$ cat src/dsp_event_combiner_and_int_mux_top_assert.svh
// Assertion macros for the event combiner and interrupt mux top level.
`ifndef DSP_EVENT_COMBINER_AND_INT_MUX_TOP_ASSERT_SVH
`define DSP_EVENT_COMBINER_AND_INT_MUX_TOP_ASSERT_SVH

// Checked only outside reset.
`define DSP_EC_ASSERT(lbl, prop, msg) \
  lbl: assert property (@(posedge clk) disable iff (rst) prop) else $error(msg);

// Checked on every edge, reset included.
`define DSP_EC_ASSERT_ALWAYS(lbl, prop, msg) \
  lbl: assert property (@(posedge clk) prop) else $error(msg);

`endif

$ cat src/dsp_ec_pkg.sv
// Shared types and constants of the event combiner and interrupt mux.
package dsp_ec_pkg;

  localparam int ACTION_W   = 4;
  localparam int EVENT_W    = 7;
  localparam int LINE_W     = 4;
  localparam int WORD_W     = 32;
  localparam int LINES_W    = 4;
  localparam int MAP_LINES  = 12;
  localparam int MAP_IDX_W  = 4;
  localparam int FIRST_LINE = 4;
  localparam int LOW_EVENTS = 4;

  typedef enum logic [ACTION_W-1:0] {
    ACT_RAISE     = 4'd0,
    ACT_READ_FLAG = 4'd1,
    ACT_SET       = 4'd2,
    ACT_CLEAR     = 4'd3,
    ACT_MASK      = 4'd4,
    ACT_UNMASK    = 4'd5,
    ACT_MAP       = 4'd6,
    ACT_READ_MAP  = 4'd7,
    ACT_COMBINED  = 4'd8
  } action_t;

  // Write controls from the decoder to the flag/mask store.
  typedef struct packed {
    logic flag_we;
    logic flag_val;
    logic mask_we;
    logic mask_val;
  } flag_cmd_t;

endpackage

$ cat src/dsp_ec_prienc.sv
// Lowest-set-bit priority encoder for one event group.
module dsp_ec_prienc import dsp_ec_pkg::*; #(
  parameter int W = 32
) (
  input  logic [W-1:0]         word,
  output logic [$clog2(W)-1:0] idx,
  output logic                 hit
);

  always_comb begin
    idx = '0;
    for (int i = W - 1; i >= 0; i--) begin
      if (word[i]) begin
        idx = ($clog2(W))'(i);
      end
    end
  end

  assign hit = |word;

endmodule

$ cat src/dsp_ec_map.sv
// Interrupt mux table: DSP lines 4..15 to event numbers.
module dsp_ec_map import dsp_ec_pkg::*; (
  input  logic                 clk,
  input  logic                 rst,
  input  logic                 we,
  input  logic [MAP_IDX_W-1:0] idx,
  input  logic [EVENT_W-1:0]   wdata,
  output logic [EVENT_W-1:0]   rdata
);

  logic [EVENT_W-1:0] map_q [MAP_LINES];

  always_ff @(posedge clk) begin
    if (rst) begin
      map_q <= '{default: '0};
    end else if (we) begin
      map_q[idx] <= wdata;
    end
  end

  assign rdata = map_q[idx];

endmodule

$ cat src/dsp_ec_flags.sv
// Pending flag and mask store, grouped, with group status after update.
module dsp_ec_flags import dsp_ec_pkg::*; #(
  parameter int NUM_GROUPS = 4,
  parameter int GROUP_BITS = 32,
  parameter int GW         = 2,
  parameter int OW         = 5
) (
  input  logic                  clk,
  input  logic                  rst,
  input  flag_cmd_t             cmd,
  input  logic [GW-1:0]         grp,
  input  logic [OW-1:0]         off,
  output logic                  flag_bit,
  output logic [GROUP_BITS-1:0] live_word,
  output logic [LINES_W-1:0]    lines_next
);

  logic [GROUP_BITS-1:0] pend      [NUM_GROUPS];
  logic [GROUP_BITS-1:0] mask      [NUM_GROUPS];
  logic [GROUP_BITS-1:0] pend_next [NUM_GROUPS];
  logic [GROUP_BITS-1:0] mask_next [NUM_GROUPS];

  always_comb begin
    pend_next = pend;
    mask_next = mask;
    if (cmd.flag_we) begin
      pend_next[grp][off] = cmd.flag_val;
    end
    if (cmd.mask_we) begin
      mask_next[grp][off] = cmd.mask_val;
    end
  end

  always_ff @(posedge clk) begin
    if (rst) begin
      pend <= '{default: '0};
      mask <= '{default: '0};
    end else begin
      pend <= pend_next;
      mask <= mask_next;
    end
  end

  assign flag_bit  = pend[grp][off];
  assign live_word = pend[grp] & ~mask[grp];

  // combined lines only cover the first four groups
  for (genvar g = 0; g < LINES_W; g++) begin : g_line
    if (g < NUM_GROUPS) begin : g_have
      assign lines_next[g] = |(pend_next[g] & ~mask_next[g]);
    end else begin : g_none
      assign lines_next[g] = 1'b0;
    end
  end

endmodule

$ cat src/dsp_event_combiner_and_int_mux_top.sv
// Top level of the event combiner and interrupt mux.
//
// Use:
//   A command word (action, event_number, dsp_interrupt) is taken at a rising
//   edge where start is high and busy is low. busy is low in normal running,
//   so a new word may come every cycle; it is high while rst is held and in
//   the first cycle after reset is released.
//   The word is held in an input register, decoded in the next cycle against
//   the flag, mask and mux state, and the state update and the result land in
//   the same edge. strobe marks the result for exactly one cycle; it comes from
//   the result register that follows the input register. Throughput: 1 word/cycle.
//   Each word sees the state left by the word before it.
//   The receiver cannot stall: a result is gone after its strobe cycle.
//   Result fields that do not belong to the action read zero; combined_lines
//   is the per-group status after the access and comes with every result.
//   Reset (rst, synchronous) clears all flags, masks and mux entries and
//   drops any word in flight.
//   Rate is set by the combinational pass through the group select, one
//   GROUP_BITS-wide priority encoder and the offset add.
`include "dsp_event_combiner_and_int_mux_top_assert.svh"

module dsp_event_combiner_and_int_mux_top import dsp_ec_pkg::*; #(
  parameter int NUM_EVENTS = 128,
  parameter int GROUP_BITS = 32
) (
  input  logic                clk,
  input  logic                rst,
  input  logic                start,
  output logic                busy,
  input  logic [ACTION_W-1:0] action,
  input  logic [EVENT_W-1:0]  event_number,
  input  logic [LINE_W-1:0]   dsp_interrupt,
  output logic                strobe,
  output logic                flag_before,
  output logic [EVENT_W-1:0]  previous_event,
  output logic [WORD_W-1:0]   combined_word,
  output logic [EVENT_W-1:0]  first_pending,
  output logic                found,
  output logic [LINES_W-1:0]  combined_lines,
  output logic                error
);

  localparam int NUM_GROUPS = (NUM_EVENTS + GROUP_BITS - 1) / GROUP_BITS;
  localparam int GW         = (NUM_GROUPS > 1) ? $clog2(NUM_GROUPS) : 1;
  localparam int OW         = $clog2(GROUP_BITS);
  localparam int FP_W       = EVENT_W + OW + 1;

  // input register
  logic                vld_q;
  logic [ACTION_W-1:0] act_q;
  logic [EVENT_W-1:0]  ev_q;
  logic [LINE_W-1:0]   line_q;

  always_ff @(posedge clk) begin
    if (rst) begin
      busy  <= 1'b1;
      vld_q <= 1'b0;
    end else begin
      busy  <= 1'b0;
      vld_q <= start && !busy;
    end
  end

  always_ff @(posedge clk) begin
    if (start && !busy) begin
      act_q  <= action;
      ev_q   <= event_number;
      line_q <= dsp_interrupt;
    end
  end

  // event number -> group and bit offset (constant compare chain)
  logic [GW-1:0]      ev_grp;
  logic [EVENT_W-1:0] ev_base;
  logic [OW-1:0]      ev_off;

  always_comb begin
    ev_grp  = '0;
    ev_base = '0;
    for (int g = 1; g < NUM_GROUPS; g++) begin
      if (32'(ev_q) >= g * GROUP_BITS) begin
        ev_grp  = GW'(g);
        ev_base = EVENT_W'(g * GROUP_BITS);
      end
    end
  end

  assign ev_off = OW'(ev_q - ev_base);

  logic ev_ok;
  logic grp_ok;
  logic line_ok;
  logic is_comb;
  assign ev_ok   = 32'(ev_q) < NUM_EVENTS;
  assign grp_ok  = 32'(ev_q) < NUM_GROUPS;
  assign line_ok = 32'(line_q) >= FIRST_LINE;
  assign is_comb = act_q == ACT_COMBINED;

  logic [GW-1:0] sel_grp;
  assign sel_grp = is_comb ? ev_q[GW-1:0] : ev_grp;

  // decode
  flag_cmd_t cmd;
  logic      map_we;
  logic      bad;

  always_comb begin
    cmd    = '0;
    map_we = 1'b0;
    bad    = 1'b0;
    unique case (act_q)
      ACT_RAISE, ACT_SET: begin
        bad          = !ev_ok;
        cmd.flag_we  = vld_q && ev_ok;
        cmd.flag_val = 1'b1;
      end
      ACT_CLEAR: begin
        bad          = !ev_ok;
        cmd.flag_we  = vld_q && ev_ok;
        cmd.flag_val = 1'b0;
      end
      ACT_READ_FLAG: begin
        bad = !ev_ok;
      end
      ACT_MASK, ACT_UNMASK: begin
        bad          = !ev_ok || (32'(ev_q) < LOW_EVENTS);
        cmd.mask_we  = vld_q && !bad;
        cmd.mask_val = act_q == ACT_MASK;
      end
      ACT_MAP: begin
        bad    = !line_ok;
        map_we = vld_q && line_ok;
      end
      ACT_READ_MAP: begin
        bad = !line_ok;
      end
      ACT_COMBINED: begin
        bad = !grp_ok;
      end
      default: begin
        bad = 1'b1;
      end
    endcase
  end

  // datapath units
  logic                  flag_bit;
  logic [GROUP_BITS-1:0] live_word;
  logic [LINES_W-1:0]    lines_next;
  logic [EVENT_W-1:0]    map_rdata;
  logic [OW-1:0]         enc_idx;
  logic                  enc_hit;

  dsp_ec_flags #(
    .NUM_GROUPS (NUM_GROUPS),
    .GROUP_BITS (GROUP_BITS),
    .GW         (GW),
    .OW         (OW)
  ) u_flags (
    .clk        (clk),
    .rst        (rst),
    .cmd        (cmd),
    .grp        (sel_grp),
    .off        (ev_off),
    .flag_bit   (flag_bit),
    .live_word  (live_word),
    .lines_next (lines_next)
  );

  dsp_ec_map u_map (
    .clk   (clk),
    .rst   (rst),
    .we    (map_we),
    .idx   (MAP_IDX_W'(line_q - LINE_W'(FIRST_LINE))),
    .wdata (ev_q),
    .rdata (map_rdata)
  );

  dsp_ec_prienc #(
    .W (GROUP_BITS)
  ) u_enc (
    .word (live_word),
    .idx  (enc_idx),
    .hit  (enc_hit)
  );

  logic [FP_W-1:0] fp_sum;
  assign fp_sum = FP_W'(ev_q) * FP_W'(GROUP_BITS) + FP_W'(enc_idx);

  // result fields
  logic               flag_before_next;
  logic [EVENT_W-1:0] previous_event_next;
  logic [WORD_W-1:0]  combined_word_next;
  logic [EVENT_W-1:0] first_pending_next;
  logic               found_next;

  always_comb begin
    flag_before_next    = 1'b0;
    previous_event_next = '0;
    combined_word_next  = '0;
    first_pending_next  = '0;
    found_next          = 1'b0;
    if (!bad) begin
      priority if (act_q == ACT_RAISE || act_q == ACT_READ_FLAG ||
                   act_q == ACT_SET || act_q == ACT_CLEAR) begin
        flag_before_next = flag_bit;
      end else if (act_q == ACT_MAP || act_q == ACT_READ_MAP) begin
        previous_event_next = map_rdata;
      end else if (is_comb) begin
        combined_word_next = WORD_W'(live_word);
        found_next         = enc_hit;
        first_pending_next = enc_hit ? fp_sum[EVENT_W-1:0] : '0;
      end
    end
  end

  // result register
  always_ff @(posedge clk) begin
    if (rst) begin
      strobe <= 1'b0;
    end else begin
      strobe <= vld_q;
    end
  end

  always_ff @(posedge clk) begin
    if (vld_q) begin
      flag_before    <= flag_before_next;
      previous_event <= previous_event_next;
      combined_word  <= combined_word_next;
      first_pending  <= first_pending_next;
      found          <= found_next;
      combined_lines <= lines_next;
      error          <= bad;
    end
  end

  // checks
  `DSP_EC_ASSERT(a_latency, (start && !busy) |-> ##2 strobe, "word accepted without result")
  `DSP_EC_ASSERT(a_err_quiet, (strobe && error) |-> (!flag_before && previous_event == '0 && combined_word == '0 && !found), "rejected access returned data")
  `DSP_EC_ASSERT(a_found, strobe |-> (found == (combined_word != '0)), "found disagrees with combined word")
  `DSP_EC_ASSERT_ALWAYS(a_reset, rst |=> (busy && !strobe), "reset left block active")

endmodule

$ cat config.mk
export PLATFORM = sky130hd
export DESIGN_NAME = dsp_event_combiner_and_int_mux_top
export DESIGN_NICKNAME = d
export VERILOG_FILES = /design/src/dsp_ec_pkg.sv /design/src/dsp_ec_prienc.sv /design/src/dsp_ec_map.sv /design/src/dsp_ec_flags.sv /design/src/dsp_event_combiner_and_int_mux_top.sv
export VERILOG_INCLUDE_DIRS = /design/src /design/src/src
export SDC_FILE = /design/constraint.sdc
export NUM_CORES = 1
export LEC_CHECK = 0
export ABC_AREA = 1
export BUFFER_PORTS_ARGS = -buffer_cell sky130_fd_sc_hd__buf_2
export CELL_PAD_IN_SITES_DETAIL_PLACEMENT = 0
export CELL_PAD_IN_SITES_GLOBAL_PLACEMENT = 1
export CORE_UTILIZATION = 40
export DETAILED_ROUTE_END_ITERATION = 16
export GPL_TIMING_DRIVEN = 0
export PLACE_DENSITY = 0.79
export SYNTH_ARGS = -nofsm -noshare
export SYNTH_HDL_FRONTEND = slang
export SYNTH_SLANG_ARGS = --single-unit
$ cat constraint.sdc
create_clock -name clk -period 4.45 [get_ports clk]
set_input_delay 0 -clock clk [delete_from_list [all_inputs] [get_ports clk]]
set_output_delay 0 -clock clk [all_outputs]
set_load 0.005 [all_outputs]
==> results by group <==
STA
  – Post-layout worst setup margin: -27.18 ps
  – Hold WS: 46.82 ps
  – Min cycle time layout: 4477 ps
  – Fin Clk Skew: 27.94 ps
  – Period utilization: 1.006
  – Max Slew Vio Count: 0
  – Rel. slew slack: 0.2384
  – Worst Tran Pin Value: 1142 ps
  – Setup violators final: 1
  – Final Hold Vio Count: 0
  – F_max: 223.4 MHz

Synth
  – Prevailing post-synth register cell: dfxtp_1
  – Syn Nets: 2779
  – Top cell type by total area after synthesis: dfxtp_1
  – EDFF count, synth: 68
  – Post-synthesis async set-or-reset flop share: 0
  – Post-Syn Area: 20310 µm²
  – Gate count of the mapped netlist: 2757
  – Distinct cells, synth: 43
  – Top-area cell type share of the netlist area: 0.3380
  – Area contributors post-synth: dfxtp_1 34%, nor2_1 11%, nand2_1 10%
  – YS warnings: 0
  – Register area share after synthesis: 0.4385
  – Mean post-synth cell area: 7.368 µm²
  – Seq cells post-synth: 411

Floorplan
  – Core Rows: 82
  – Die ar.: 51690 µm²
  – CORE AREA: 50170 µm²
  – Die span in y: 227.4 µm
  – Initial Utilization: 0.4049
  – Die width: 227.4 µm
  – I/O pin count: 73

Worst setup path
  – Crit path top cell by count: buf_4
  – Worst Setup Path Type: flop to flop
  – Crit path cell chain: buf_4 > buf_4 > nor3_4 > clkbuf_1 > clkbuf_2 > mux2i_1 > a221oi_2 > nand2_1 > nor4b_4 > nand4_1
  – CP max stage delay: 700 ps
  – WP data required: 4730 ps
  – Slowest CP cell: clkbuf_1
  – Critical Path AT: 4760 ps
  – R2r startpoint: act_q[1]
  – Crit path launch: act_q[1]
  – Top delay family on crit path: buffers and inverters
  – CP startpoint kind: flop
  – CP Max Fanout: 10
  – CP Buf/Inv Count: 4
  – Setup crit end kind: flop

Route
  – Routed length per instance: 23.81 µm
  – DR pass1 iterations: 6
  – Remaining antenna violation count after routing: 0
  – First DRT Iteration DRCs: 2438
  – Vias per std cell: 5.590
  – Final wirelength: 86390 µm
  – Detailed-route via count: 20280
  – DRC: 0

Global routing
  – First-pass GRT wire length: 123200 µm
  – Initial antenna violation count: 1
  – Vias in the first global route: 18810
  – Final global-route overflow total: 0
  – Largest net degree at the start of global routing: 30
  – All-Layer GR Usage: 0.3316

Hold path
  – Type of the worst min-delay path: input pin to flop
  – Hold path startpoint: rst

Run status
  – Violated checks: setup timing
  – Status: finished, violations left

Layout
  – Register area: 8912 µm²
  – Layout cells sized above 1: 0.09912
  – Fill cells: 4992
  – Most common cell after layout, fill and taps aside: nor2_1
  – N_diodes: 0
  – Final nets: 2939
  – Area of the multi-input gates: 9522 µm²
  – Post-Layout Cell Count: 3628
  – Syn-to-layout area delta: 17.47%
  – Most frequent cells in the layout: 578 x nor2_1, 548 x nand2_1, 361 x inv_1

Clock network
  – Cts bufs inserted: 47
  – Clock Latency Late Sink: 620 ps
  – Clock sinks: 411
  – H-tree Lvls: 2
  – Clk buf depth: 3
  – Clock transition at path regs: 60 ps
  – TritonCTS clock tree: yes
  – CTS Root Buffer Type: clkbuf_16

Pwr
  – Leak: 11.12 nW
  – PwrDens: 354.1 nW/µm²
  – Worst vdd ir: 0.0002558 V
  – Power Total: 8.450 mW

Place
  – GPL Wtd Cong: 1.036
  – DP Wirelength: 63370 µm
  – Placed Instances: 3503
  – PortBufs: 72

Run
  – MaxCap Viol Count: 0
## report_power, final
group / switching [mW] / total (mW) / internal (mW)
Combinational: 0.347 / 0.433 / 0.0856
Clock: 1.71 / 4.21 / 2.51
Sequential: 0.0131 / 3.80 / 3.79
## flip-flops by register name, summed over array words and instances, names as in the netlist
signal / count
error: 1
u_map.map_q: 84
strobe: 1
ev_q: 7
found: 1
combined_lines: 4
u_flags.pend: 128
first_pending: 7
combined_word: 32
flag_before: 1
previous_event: 7
line_q: 4
vld_q: 1
u_flags.mask: 128
busy: 1
act_q: 4
## logic make-up after synthesis
kind of cell	synth area share
DFF	0.4385
and+or+nand+nor	0.2407
adders and majority gates	0.002464
muxes	0.07736
buffers and inverters	0.1016
AOI/OAI and AO/OA	0.1394
## final timing paths
path | slack, ps | depth (start not counted) | to
max | -30 | 10 | combined_lines[3]
min | 50 | 2 | busy
max reg2reg | -30 | 10 | combined_lines[3]
min reg2reg | 460 | 2 | u_map.map_q[33]
## per-layer routing
metal | part of all wire | up-vias | GRT usage | routed length (µm)
met4 | 0.043 | 2 | 0.1323 | 3722
met3 | 0.11 | 209 | 0.07963 | 9812
met1 | 0.43 | 9569 | 0.4546 | 36890
met5 | 0.00015 | - | 0 | 13
met2 | 0.42 | 1191 | 0.4985 | 35950
li1 | - | 9310 | - | -
## Yosys cell counts, types with 4 or more instances
master / count
inv_2: 4
buf_2: 20
o2111ai_1: 4
a211oi_1: 86
o221ai_1: 28
nand2_2: 7
inv_1: 362
edfxtp_1: 68
a22oi_1: 62
buf_1: 25
clkbuf_1: 103
a21oi_1: 19
buf_4: 6
buf_6: 5
nand4_1: 31
mux2i_1: 157
nand2_1: 553
a22o_1: 5
nor4_1: 4
nor2_1: 582
nor3_1: 9
a221oi_1: 28
nand3_1: 42
o22ai_1: 51
ha_1: 4
o21ai_0: 124
dfxtp_1: 343
## area by class of cell
class | instances | share of cell area
clock inverter | 25 | 0.01374
clock buffer | 63 | 0.05563
sequential | 411 | 0.3735
tap | 672 | 0.03523
timing repair buffer | 110 | 0.02983
multi-input combinational | 1820 | 0.3990
buffer | 159 | 0.03492
inverter | 368 | 0.05820
## metrics by stage
stage | cell area, µm² | setup WS [ps] | setup TNS, ps | util
3_3_place_gp | 21520 | -3621 | -217750 | 0.4288
3_5_place_dp | 21560 | -2140 | -10100 | 0.4296
6_report | 23860 | -27.18 | -27.18 | 0.4757
5_1_grt | 23860 | -5.861 | -7.587 | 0.4757
2_1_floorplan | 20310 | 384.5 | 0 | -
4_1_cts | 23650 | -20.74 | -20.74 | 0.4714
## repair_timing
item,in CTS,in global routing
setup endpoints to repair,25,11
gates resized for setup,80,38
endpoints found under the hold margin,22,0
buffers inserted,3,16
cloned,0,1
hold buffers,17,0
pin swaps,3,11
No activity file was read; power rests on OpenSTA's default activity.
